<file path="config.mk">
export PLATFORM = sky130hd
export DESIGN_NAME = servo_sweep_interpolator
export DESIGN_NICKNAME = d
export VERILOG_FILES = /design/src/sv/svi_pkg.sv /design/src/sv/servo_sweep_interpolator.sv /design/src/sv/svi_div.sv /design/src/sv/svi_dp.sv /design/src/sv/svi_ctrl.sv
export SDC_FILE = /design/constraint.sdc
export NUM_CORES = 1
export LEC_CHECK = 0
export BUFFER_PORTS_ARGS = -buffer_cell sky130_fd_sc_hd__buf_2
export CORE_MARGIN = 2
export CORE_UTILIZATION = 60
export DETAILED_ROUTE_END_ITERATION = 12
export PLACE_DENSITY = 0.86
export SLEW_MARGIN = 20
export SYNTH_ARGS = -nofsm -noshare
export SYNTH_HDL_FRONTEND = slang
export SYNTH_SLANG_ARGS = --single-unit
export TNS_END_PERCENT = 20
</file>
<file path="constraint.sdc">
create_clock -name clk -period 17.4 [get_ports clk]
set_clock_uncertainty 0.1 [all_clocks]
set_input_delay 1.74 -clock clk [delete_from_list [all_inputs] [get_ports clk]]
set_output_delay 1.74 -clock clk [all_outputs]
set_load 0.05 [all_outputs]
</file>
<file path="src/sv/svi_pkg.sv">
package svi_pkg;

  // Fraction bits of the sweep position, default for the top level
  localparam int FRACTION_BITS_DEF = 16;

  // Numerator width of the pulse scaling divide: span (16 b) times angle (8 b)
  localparam int PULSE_NUM_W = 24;

  localparam logic [7:0]  FULL_ANGLE  = 8'd180;
  localparam logic [7:0]  ANGLE_RESET = 8'd90;
  localparam logic [15:0] MIN_RESET   = 16'd500;
  localparam logic [15:0] MAX_RESET   = 16'd2500;
  localparam logic [15:0] PULSE_RESET = 16'd1500;
  // Added before the divide to round up when the pulse range is descending
  localparam logic [23:0] PULSE_ROUND = 24'd179;

  // Divide by 180 as (x / 4) / 45: ceil(2^28 / 45), exact for x / 4 below 2^22
  localparam logic [22:0] PULSE_RECIP       = 23'd5965233;
  localparam int          PULSE_RECIP_SHIFT = 28;

  typedef enum logic [1:0] {
    CMD_TICK  = 2'd0,
    CMD_START = 2'd1,
    CMD_SET   = 2'd2
  } cmd_t;

  typedef enum logic [1:0] {
    REG_MIRROR = 2'd0,
    REG_TRIM   = 2'd1,
    REG_MIN    = 2'd2,
    REG_MAX    = 2'd3
  } cfg_idx_t;

  typedef enum logic [2:0] {
    ST_IDLE,
    ST_DECODE,
    ST_MAP,
    ST_DIV,
    ST_WRITE,
    ST_RESULT
  } state_t;

  typedef struct packed {
    logic [1:0]  command;
    logic [7:0]  target_angle;
    logic [15:0] sweep_ms;
  } in_item_t;

  typedef struct packed {
    logic [15:0] pulse_width;
    logic [7:0]  logical_angle;
    logic        move_done;
  } out_item_t;

  // Controller to datapath strobes
  typedef struct packed {
    logic capture;
    logic decode;
    logic map;
    logic write;
    logic load_out;
  } dp_cmd_t;

  // Datapath to controller status
  typedef struct packed {
    logic need_div;
    logic need_map;
    logic div_done;
    logic out_free;
  } dp_stat_t;

endpackage

</file>
<file path="src/sv/servo_sweep_interpolator.sv">
// Servo sweep interpolator: one hobby servo channel.
//
// Input channel (in_valid / in_stall / in_data) carries one command per
// transaction: a one-millisecond tick, a start of a linear sweep, or a set of
// the angle at once. Every transaction yields exactly one result transaction
// on the output channel (out_valid / out_stall / out_data): pulse width in
// microseconds, logical angle and a move-done flag. The configuration
// channel (cfg_valid / cfg_ready, cfg_index, cfg_data) is always ready;
// write it only while no command is in flight.
//
// One transaction at a time; the next command can be taken in the same cycle
// that the previous result turns valid. A command with nothing to do (idle
// tick, empty start, unused code) goes straight to the result. A tick or set
// remaps the pulse (registered product, then reciprocal multiply for the
// divide by 180). A sweep start runs the restoring divider, one quotient bit
// a cycle, to plan the step.
// Reset (rst_n low, synchronous) puts the angle at 90 degrees with a 1500 us
// pulse and default mirror, trim and pulse limits. While the receiver stalls,
// hold the result in the output register; the next command is still taken
// and worked on, and its result waits until the held transaction is taken.
module servo_sweep_interpolator #(
  parameter int FRACTION_BITS = svi_pkg::FRACTION_BITS_DEF
) (
  input  logic               clk,
  input  logic               rst_n,
  input  logic               in_valid,
  output logic               in_stall,
  input  svi_pkg::in_item_t  in_data,
  output logic               out_valid,
  input  logic               out_stall,
  output svi_pkg::out_item_t out_data,
  input  logic               cfg_valid,
  output logic               cfg_ready,
  input  logic [1:0]         cfg_index,
  input  logic [15:0]        cfg_data
);

  svi_pkg::dp_cmd_t  cmd;
  svi_pkg::dp_stat_t stat;

  // Registers take any write at once
  assign cfg_ready = 1'b1;

  svi_ctrl u_ctrl (
    .clk      (clk),
    .rst_n    (rst_n),
    .in_valid (in_valid),
    .in_stall (in_stall),
    .stat     (stat),
    .cmd      (cmd)
  );

  svi_dp #(
    .FRACTION_BITS (FRACTION_BITS)
  ) u_dp (
    .clk       (clk),
    .rst_n     (rst_n),
    .in_data   (in_data),
    .cfg_we    (cfg_valid && cfg_ready),
    .cfg_index (cfg_index),
    .cfg_data  (cfg_data),
    .cmd       (cmd),
    .stat      (stat),
    .out_stall (out_stall),
    .out_valid (out_valid),
    .out_data  (out_data)
  );

endmodule

</file>
<file path="src/sv/svi_div.sv">
module svi_div #(
  parameter int NUM_W = svi_pkg::PULSE_NUM_W,
  parameter int DEN_W = 16
) (
  input  logic             clk,
  input  logic             rst_n,
  input  logic             go,
  input  logic [NUM_W-1:0] num,
  input  logic [DEN_W-1:0] den,
  output logic [NUM_W-1:0] quo,
  output logic             done
);

  localparam int CNT_W = $clog2(NUM_W);

  logic [DEN_W-1:0] rem_r, rem_nxt;
  logic [DEN_W-1:0] den_r, den_nxt;
  logic [NUM_W-1:0] quo_r, quo_nxt;
  logic [CNT_W-1:0] cnt_r, cnt_nxt;
  logic             busy_r, busy_nxt;
  logic             done_r, done_nxt;
  logic [DEN_W:0]   trial;
  logic             fits;

  // Restoring division, one quotient bit a cycle
  assign trial = {rem_r, quo_r[NUM_W-1]};
  assign fits  = trial >= {1'b0, den_r};

  always_comb begin
    rem_nxt  = rem_r;
    den_nxt  = den_r;
    quo_nxt  = quo_r;
    cnt_nxt  = cnt_r;
    busy_nxt = busy_r;
    done_nxt = 1'b0;
    if (go) begin
      rem_nxt  = '0;
      den_nxt  = den;
      quo_nxt  = num;
      cnt_nxt  = '0;
      busy_nxt = 1'b1;
    end else if (busy_r) begin
      rem_nxt = fits ? DEN_W'(trial - {1'b0, den_r}) : trial[DEN_W-1:0];
      quo_nxt = {quo_r[NUM_W-2:0], fits};
      cnt_nxt = cnt_r + 1'b1;
      if (cnt_r == CNT_W'(NUM_W - 1)) begin
        busy_nxt = 1'b0;
        done_nxt = 1'b1;
      end
    end
  end

  always_ff @(posedge clk) begin
    rem_r <= rem_nxt;
    den_r <= den_nxt;
    quo_r <= quo_nxt;
    cnt_r <= cnt_nxt;
    if (!rst_n) begin
      busy_r <= 1'b0;
      done_r <= 1'b0;
    end else begin
      busy_r <= busy_nxt;
      done_r <= done_nxt;
    end
  end

  assign quo  = quo_r;
  assign done = done_r;

endmodule

</file>
<file path="src/sv/svi_dp.sv">
module svi_dp #(
  parameter int FRACTION_BITS = svi_pkg::FRACTION_BITS_DEF
) (
  input  logic                clk,
  input  logic                rst_n,
  input  svi_pkg::in_item_t   in_data,
  input  logic                cfg_we,
  input  logic [1:0]          cfg_index,
  input  logic [15:0]         cfg_data,
  input  svi_pkg::dp_cmd_t    cmd,
  output svi_pkg::dp_stat_t   stat,
  input  logic                out_stall,
  output logic                out_valid,
  output svi_pkg::out_item_t  out_data
);

  localparam int POS_W   = 8 + FRACTION_BITS;
  localparam int MAP_W   = svi_pkg::PULSE_NUM_W;
  localparam int RECIP_W = MAP_W - 2 + $bits(svi_pkg::PULSE_RECIP);

  // Captured transaction
  logic [1:0]  cmd_r;
  logic [7:0]  tgt_r;
  logic [15:0] dur_r;
  logic [7:0]  tgt_sat;

  // Configuration
  logic              mirror_r, mirror_nxt;
  logic signed [7:0] trim_r, trim_nxt;
  logic [15:0]       min_r, min_nxt;
  logic [15:0]       max_r, max_nxt;

  // Servo state
  logic [7:0]       angle_r, angle_nxt;
  logic [POS_W-1:0] pos_r, pos_nxt;
  logic [POS_W-1:0] step_r, step_nxt;
  logic [15:0]      taken_r, taken_nxt;
  logic [15:0]      planned_r, planned_nxt;
  logic [15:0]      pulse_r, pulse_nxt;
  logic             neg_r, neg_nxt;
  logic             desc_r, desc_nxt;

  logic                out_valid_r, out_valid_nxt;
  svi_pkg::out_item_t  out_r, out_nxt;

  // Pulse scaling pipeline
  logic [MAP_W-1:0]   map_num_r;
  logic               map_done_r;
  logic [15:0]        pulse_q_r;
  logic [MAP_W-3:0]   quarter;
  logic [RECIP_W-1:0] recip_prod;

  logic [7:0]        diff;
  logic              pending;
  logic              move_ok;
  logic [POS_W-1:0]  pos_sum;
  logic [7:0]        pos_int;
  logic [7:0]        tick_angle;
  logic signed [9:0] ang_s, trim_s, mapped_s;
  logic [7:0]        map_angle;
  logic              desc;
  logic [15:0]       span;
  logic [23:0]       prod;
  logic [23:0]       map_num;
  logic              div_go;
  logic [POS_W-1:0]  div_num;
  logic [15:0]       div_den;
  logic [POS_W-1:0]  div_quo;
  logic              div_done;
  logic [POS_W-1:0]  step_mag;

  assign tgt_sat = (in_data.target_angle > svi_pkg::FULL_ANGLE) ?
                   svi_pkg::FULL_ANGLE : in_data.target_angle;

  always_ff @(posedge clk) begin
    if (cmd.capture) begin
      cmd_r <= in_data.command;
      tgt_r <= tgt_sat;
      dur_r <= in_data.sweep_ms;
    end
  end

  assign pending = taken_r < planned_r;
  assign diff    = (tgt_r >= angle_r) ? tgt_r - angle_r : angle_r - tgt_r;
  assign move_ok = (diff != 8'd0) && (dur_r != 16'd0);

  assign pos_sum    = pos_r + step_r;
  assign pos_int    = pos_sum[POS_W-1 -: 8];
  assign tick_angle = (pos_int > svi_pkg::FULL_ANGLE) ? svi_pkg::FULL_ANGLE : pos_int;

  // Mirror, trim and clamp the logical angle
  assign ang_s    = signed'({2'b00, angle_r});
  assign trim_s   = signed'({{2{trim_r[7]}}, trim_r});
  assign mapped_s = mirror_r ? 10'sd180 - ang_s - trim_s : ang_s + trim_s;

  always_comb begin
    if (mapped_s < 10'sd0) begin
      map_angle = 8'd0;
    end else if (mapped_s > 10'sd180) begin
      map_angle = svi_pkg::FULL_ANGLE;
    end else begin
      map_angle = mapped_s[7:0];
    end
  end

  assign desc    = max_r < min_r;
  assign span    = desc ? min_r - max_r : max_r - min_r;
  assign prod    = 24'(span) * 24'(map_angle);
  assign map_num = desc ? prod + svi_pkg::PULSE_ROUND : prod;

  // Divide the registered product by 180: drop two bits, then reciprocal of 45
  assign quarter    = map_num_r[MAP_W-1:2];
  assign recip_prod = RECIP_W'(quarter) * RECIP_W'(svi_pkg::PULSE_RECIP);

  // The divider only plans sweeps: (diff << FRACTION_BITS) / duration
  assign div_go  = cmd.decode && stat.need_div;
  assign div_num = {diff, {FRACTION_BITS{1'b0}}};
  assign div_den = dur_r;

  svi_div #(
    .NUM_W (POS_W),
    .DEN_W (16)
  ) u_div (
    .clk   (clk),
    .rst_n (rst_n),
    .go    (div_go),
    .num   (div_num),
    .den   (div_den),
    .quo   (div_quo),
    .done  (div_done)
  );

  assign step_mag = div_quo;

  always_comb begin
    mirror_nxt    = mirror_r;
    trim_nxt      = trim_r;
    min_nxt       = min_r;
    max_nxt       = max_r;
    angle_nxt     = angle_r;
    pos_nxt       = pos_r;
    step_nxt      = step_r;
    taken_nxt     = taken_r;
    planned_nxt   = planned_r;
    pulse_nxt     = pulse_r;
    neg_nxt       = neg_r;
    desc_nxt      = desc_r;
    out_nxt       = out_r;
    out_valid_nxt = out_valid_r;

    if (cfg_we) begin
      unique case (svi_pkg::cfg_idx_t'(cfg_index))
        svi_pkg::REG_MIRROR: mirror_nxt = cfg_data[0];
        svi_pkg::REG_TRIM:   trim_nxt   = signed'(cfg_data[7:0]);
        svi_pkg::REG_MIN:    min_nxt    = cfg_data;
        svi_pkg::REG_MAX:    max_nxt    = cfg_data;
      endcase
    end

    if (cmd.decode) begin
      if (cmd_r == svi_pkg::CMD_TICK && pending) begin
        pos_nxt   = pos_sum;
        angle_nxt = tick_angle;
        taken_nxt = taken_r + 16'd1;
      end else if (cmd_r == svi_pkg::CMD_SET) begin
        angle_nxt = tgt_r;
      end else if (cmd_r == svi_pkg::CMD_START) begin
        taken_nxt = 16'd0;
        if (move_ok) begin
          pos_nxt     = {angle_r, {FRACTION_BITS{1'b0}}};
          planned_nxt = dur_r;
          neg_nxt     = tgt_r < angle_r;
        end else begin
          planned_nxt = 16'd0;
        end
      end
    end

    if (cmd.map) begin
      desc_nxt = desc;
    end

    if (cmd.write) begin
      if (cmd_r == svi_pkg::CMD_START) begin
        step_nxt = neg_r ? POS_W'(~step_mag + 1'b1) : step_mag;
      end else begin
        pulse_nxt = desc_r ? min_r - pulse_q_r : min_r + pulse_q_r;
      end
    end

    if (cmd.load_out) begin
      out_nxt.pulse_width   = pulse_r;
      out_nxt.logical_angle = angle_r;
      out_nxt.move_done     = taken_r >= planned_r;
      out_valid_nxt         = 1'b1;
    end else if (out_valid_r && !out_stall) begin
      out_valid_nxt = 1'b0;
    end
  end

  always_ff @(posedge clk) begin
    neg_r  <= neg_nxt;
    desc_r <= desc_nxt;
    out_r  <= out_nxt;
    if (cmd.map) begin
      map_num_r <= map_num;
    end
    if (map_done_r) begin
      pulse_q_r <= recip_prod[svi_pkg::PULSE_RECIP_SHIFT +: 16];
    end
    if (!rst_n) begin
      mirror_r    <= 1'b0;
      trim_r      <= 8'sd0;
      min_r       <= svi_pkg::MIN_RESET;
      max_r       <= svi_pkg::MAX_RESET;
      angle_r     <= svi_pkg::ANGLE_RESET;
      pos_r       <= '0;
      step_r      <= '0;
      taken_r     <= 16'd0;
      planned_r   <= 16'd0;
      pulse_r     <= svi_pkg::PULSE_RESET;
      out_valid_r <= 1'b0;
      map_done_r  <= 1'b0;
    end else begin
      mirror_r    <= mirror_nxt;
      trim_r      <= trim_nxt;
      min_r       <= min_nxt;
      max_r       <= max_nxt;
      angle_r     <= angle_nxt;
      pos_r       <= pos_nxt;
      step_r      <= step_nxt;
      taken_r     <= taken_nxt;
      planned_r   <= planned_nxt;
      pulse_r     <= pulse_nxt;
      out_valid_r <= out_valid_nxt;
      map_done_r  <= cmd.map;
    end
  end

  assign stat.need_div = (cmd_r == svi_pkg::CMD_START) && move_ok;
  assign stat.need_map = ((cmd_r == svi_pkg::CMD_TICK) && pending) ||
                         (cmd_r == svi_pkg::CMD_SET);
  assign stat.div_done = div_done || map_done_r;
  assign stat.out_free = !out_valid_r || !out_stall;

  assign out_valid = out_valid_r;
  assign out_data  = out_r;

endmodule

</file>
<file path="src/sv/svi_ctrl.sv">
module svi_ctrl (
  input  logic              clk,
  input  logic              rst_n,
  input  logic              in_valid,
  output logic              in_stall,
  input  svi_pkg::dp_stat_t stat,
  output svi_pkg::dp_cmd_t  cmd
);

  svi_pkg::state_t state_r, state_nxt;

  always_comb begin
    state_nxt = state_r;
    unique case (state_r)
      svi_pkg::ST_IDLE: begin
        if (in_valid) begin
          state_nxt = svi_pkg::ST_DECODE;
        end
      end
      svi_pkg::ST_DECODE: begin
        if (stat.need_div) begin
          state_nxt = svi_pkg::ST_DIV;
        end else if (stat.need_map) begin
          state_nxt = svi_pkg::ST_MAP;
        end else begin
          state_nxt = svi_pkg::ST_RESULT;
        end
      end
      svi_pkg::ST_MAP: begin
        state_nxt = svi_pkg::ST_DIV;
      end
      svi_pkg::ST_DIV: begin
        if (stat.div_done) begin
          state_nxt = svi_pkg::ST_WRITE;
        end
      end
      svi_pkg::ST_WRITE: begin
        state_nxt = svi_pkg::ST_RESULT;
      end
      svi_pkg::ST_RESULT: begin
        if (stat.out_free) begin
          state_nxt = svi_pkg::ST_IDLE;
        end
      end
      default: begin
        state_nxt = svi_pkg::ST_IDLE;
      end
    endcase
  end

  always_comb begin
    cmd      = '0;
    in_stall = 1'b1;
    unique case (state_r)
      svi_pkg::ST_IDLE: begin
        in_stall    = 1'b0;
        cmd.capture = in_valid;
      end
      svi_pkg::ST_DECODE: cmd.decode   = 1'b1;
      svi_pkg::ST_MAP:    cmd.map      = 1'b1;
      svi_pkg::ST_DIV:    cmd          = '0;
      svi_pkg::ST_WRITE:  cmd.write    = 1'b1;
      svi_pkg::ST_RESULT: cmd.load_out = stat.out_free;
      default:            cmd          = '0;
    endcase
  end

  always_ff @(posedge clk) begin
    if (!rst_n) begin
      state_r <= svi_pkg::ST_IDLE;
    end else begin
      state_r <= state_nxt;
    end
  end

endmodule

</file>
==> impl_results.md <==
* Initial Util at 60.9%
* Setup-failing EPs final at 0
* Layout cells sized above 1 at under 10%
* Post-route clock period utilization at between 50% and 60%
* CP required at ~18 ns
* CTS max path bufs at 3
* Inserted Clock Buffers at 35
* DRT Pass-1 Iters at 9
* R2R Setup Slk at roughly 7.7 ns
* Path type of the worst min-delay path: reg -> reg
* Worst-Skew Late Latency at approximately 0.55 ns
* Worst slew pin tran at ~1 ns
* FP Rows at 79
* CTS tree: yes
* Synthesized instance count at roughly 3.1k
* Fmax at ~100 MHz
* Predominant post-synthesis flop cell: dfxtp_1
* Final WL at slightly below 70000 um
* DR iter-0 viols at 1754
* Vias in the first global route at approximately 22k
* Worst Path Class, Setup: reg -> reg
* Slew margin rel. at between 30% and 40%
* PostCTS Resize Cnt at 0
* Post-synthesis cell type count at just under 80
* Global-route wire length before repair at 112000 um
* Worst setup margin at about 7.7 ns
* RSZ-0062 raised after global routing: false
* Seq cells post-synth at between 300 and 400
* Syn_area_per_cell at just over 9 sq um
* Fraction of registers with async set/reset at 0%
* Gp weighted congestion at ~0.94
* Final Hold Viols at 0
* Max stage delay on crit path at roughly 0.72 ns
* Filler Cell Count at between 3k and 4k
* Final ANT Viol Nets at 0
* Htree depth at 2
* Startpoint types: flip-flop
* Initial antenna violation count at 3
* Die height at 222 um
* Die area at just under 50000 sq um
* Hold buffers post-CTS at 0
* Total gr overflow at 0
* Root Driver: clkbuf_16
* Worst reg2reg startpoint: u_dp.angle_r[1]
* Top-count cell post-synth: inv_1
* Fin nets at 3753
* Clk sink count at 304
* Most area-consuming cells after synthesis: ha_1, fa_1, dfxtp_1, edfxtp_1, inv_1
* Minimum clock period at approximately 9.7 ns
* Crit. Startpoint: u_dp.angle_r[1]
* Max Cap Viol at 0
* Core area at roughly 47000 sq um
* Pre-CTS WS at around 8 ns
* Die X at 222 um
* Critical Path End Type: flip-flop
* DRC at 4
* Post-CTS Setup Bufs at 0
* DR WL/cell at between 15 and 20 um
* Vias at between 20k and 25k
* YS warnings at 0
* Status: complete, but fails checks
* Vias per inst at about 6
* Post-route setup TNS at 0 ns
* Slew Limit Fails at 0
* Yosys top cell area share at between 10% and 20%
* Clock transition at path regs at around 0.060 ns
* Syn nets at around 3.7k
* Hold depth at 0
* Synth area leader: ha_1
* Synth top cells by count: inv_1, ha_1, nor2_1, fa_1, dfxtp_1
* CP dominant cell by count: fa_1
* Synth-to-Final Area Change at 7.19%
* GR Util All Layers at between 20% and 30%
* Post-synth EDFFs at about 120
* CP max stage cell: o41ai_1
* # port buffers at between 70 and 80
* Crit-path max FO at 15
* Reg2reg end: u_dp.map_num_r[21]
* I/O pins at between 70 and 80
* Failing checks: DRC
* Dpl hpwl at about 54000 um
* Crit path to: u_dp.map_num_r[21]
* Netlist Area Pre-Place at roughly 28000 sq um
* Seq/Total Area, Yosys at between 20% and 30%
* Crit path DAT at around 10 ns
* Pin count of the biggest net entering global routing at 87
* Worst r2r path cells at 32
## worst min path at each step
stage	start	endpoint	slack, ns
floorplan	u_dp.pulse_r[13]	u_dp.out_data[22]	0.31
global placement	u_dp.pulse_r[5]	u_dp.out_data[14]	0.31
detailed placement	u_dp.pulse_r[3]	u_dp.out_data[12]	0.31
CTS	u_dp.pulse_r[3]	u_dp.out_data[12]	0.33
global route	u_dp.pulse_r[1]	u_dp.out_data[10]	0.34
finish	u_dp.pulse_r[3]	u_dp.out_data[12]	0.33
## critical path, delay by kind of cell, from the launching register on
| family | cells | cell delay [ns] |
|---|---|---|
| buffers and inverters | 3 | 0.27 |
| and+or+nand+nor | 10 | 2.58 |
| DFF | 1 | 0.56 |
| AOI/OAI and AO/OA | 8 | 2.35 |
| adders and majority gates | 7 | 2.84 |
| xor gates and xnor gates | 4 | 0.75 |
## stage by stage
step	instances	area, sq um	hold WS (ns)	util, %
floorplan	3091	28400	0.308	-
global placement	3689	29300	0.312	62.8
detailed placement	3689	29300	0.314	62.8
CTS	3752	30500	0.327	65.3
global route	3754	30500	0.341	65.3
finish	3754	30500	0.327	65.3
## cell families (layout without fill, tap and decap cells)
logic type | after synthesis | in the layout | synth area share (%)
compound gates | 619 | 619 | 15.0
buf+inv | 534 | 588 | 7.10
fa+ha+maj | 585 | 585 | 31.6
xor+xnor | 174 | 174 | 5.36
flops | 304 | 304 | 25.5
other cells | 1 | 3 | 0.0132
mux | 50 | 50 | 1.77
simple gates | 824 | 824 | 13.7
## final cells by class
cell class                      instances  area, sq um  share of cell area, %
Inverter                              436         1640                   5.37
Clock inverter                         16          183                  0.600
Timing Repair Buffer                   89          480                   1.58
Antenna cell                            2         5.00                 0.0164
Sequential cell                       304         7240                   23.8
Tap cell                              607          759                   2.49
Multi-Input combinational cell       2253        19200                   63.0
Clock buffer                           47          972                   3.19
## state kept, by name, summed over array words and instances, names as in the netlist, 2 cells and up
signal            count
u_dp.planned_r       16
u_dp.u_div.den_r     16
u_dp.angle_r          8
u_dp.pos_r           24
u_dp.trim_r           8
u_dp.min_r           16
u_dp.map_num_r       22
u_dp.tgt_r            8
u_dp.div_den         16
u_dp.u_div.rem_r     16
u_dp.taken_r         16
u_dp.step_r          24
u_dp.max_r           16
u_dp.cmd_r            2
u_dp.pulse_r         16
u_dp.u_div.cnt_r      5
u_ctrl.state_r        3
u_dp.pulse_q_r       16
u_dp.u_div.quo       24
u_dp.out_data        25
## layer usage
layer / up-vias / part of all wire [%] / global-route usage [%]
li1: 10653 / - / -
met1: 10759 / 44 / 38.5
met2: 829 / 45 / 44.3
met3: 157 / 8.6 / 5.78
met4: 0 / 3.1 / 9.24
met5: - / 0 / 0
## layout by cell type (no fill, tap or decap), types with 17 or more instances in the layout
master | netlist | routed
a211oi_1 | 61 | 61
ha_1 | 364 | 364
nand2b_1 | 30 | 30
o21ai_0 | 100 | 99
a21o_1 | 62 | 62
o31ai_1 | 17 | 17
inv_1 | 436 | 436
edfxtp_1 | 115 | 115
xor2_1 | 59 | 59
and3_1 | 20 | 20
or2_2 | 31 | 31
nand3_1 | 45 | 45
o21a_1 | 22 | 22
o21bai_1 | 17 | 17
nor2_1 | 300 | 298
dfxtp_1 | 189 | 188
a21oi_1 | 127 | 126
nor3_1 | 44 | 43
clkbuf_16 | 0 | 36
o211ai_1 | 31 | 31
and2_1 | 17 | 17
nand2_1 | 188 | 188
buf_2 | 2 | 75
or3_1 | 28 | 28
mux2i_1 | 48 | 48
a21boi_0 | 30 | 30
xnor2_1 | 115 | 115
nor2b_1 | 46 | 46
fa_1 | 221 | 221
nand4_1 | 25 | 25
a22o_1 | 17 | 17
Power is not shown: default switching activity piles up to over one toggle a cycle in this logic, so the estimate is an artifact.
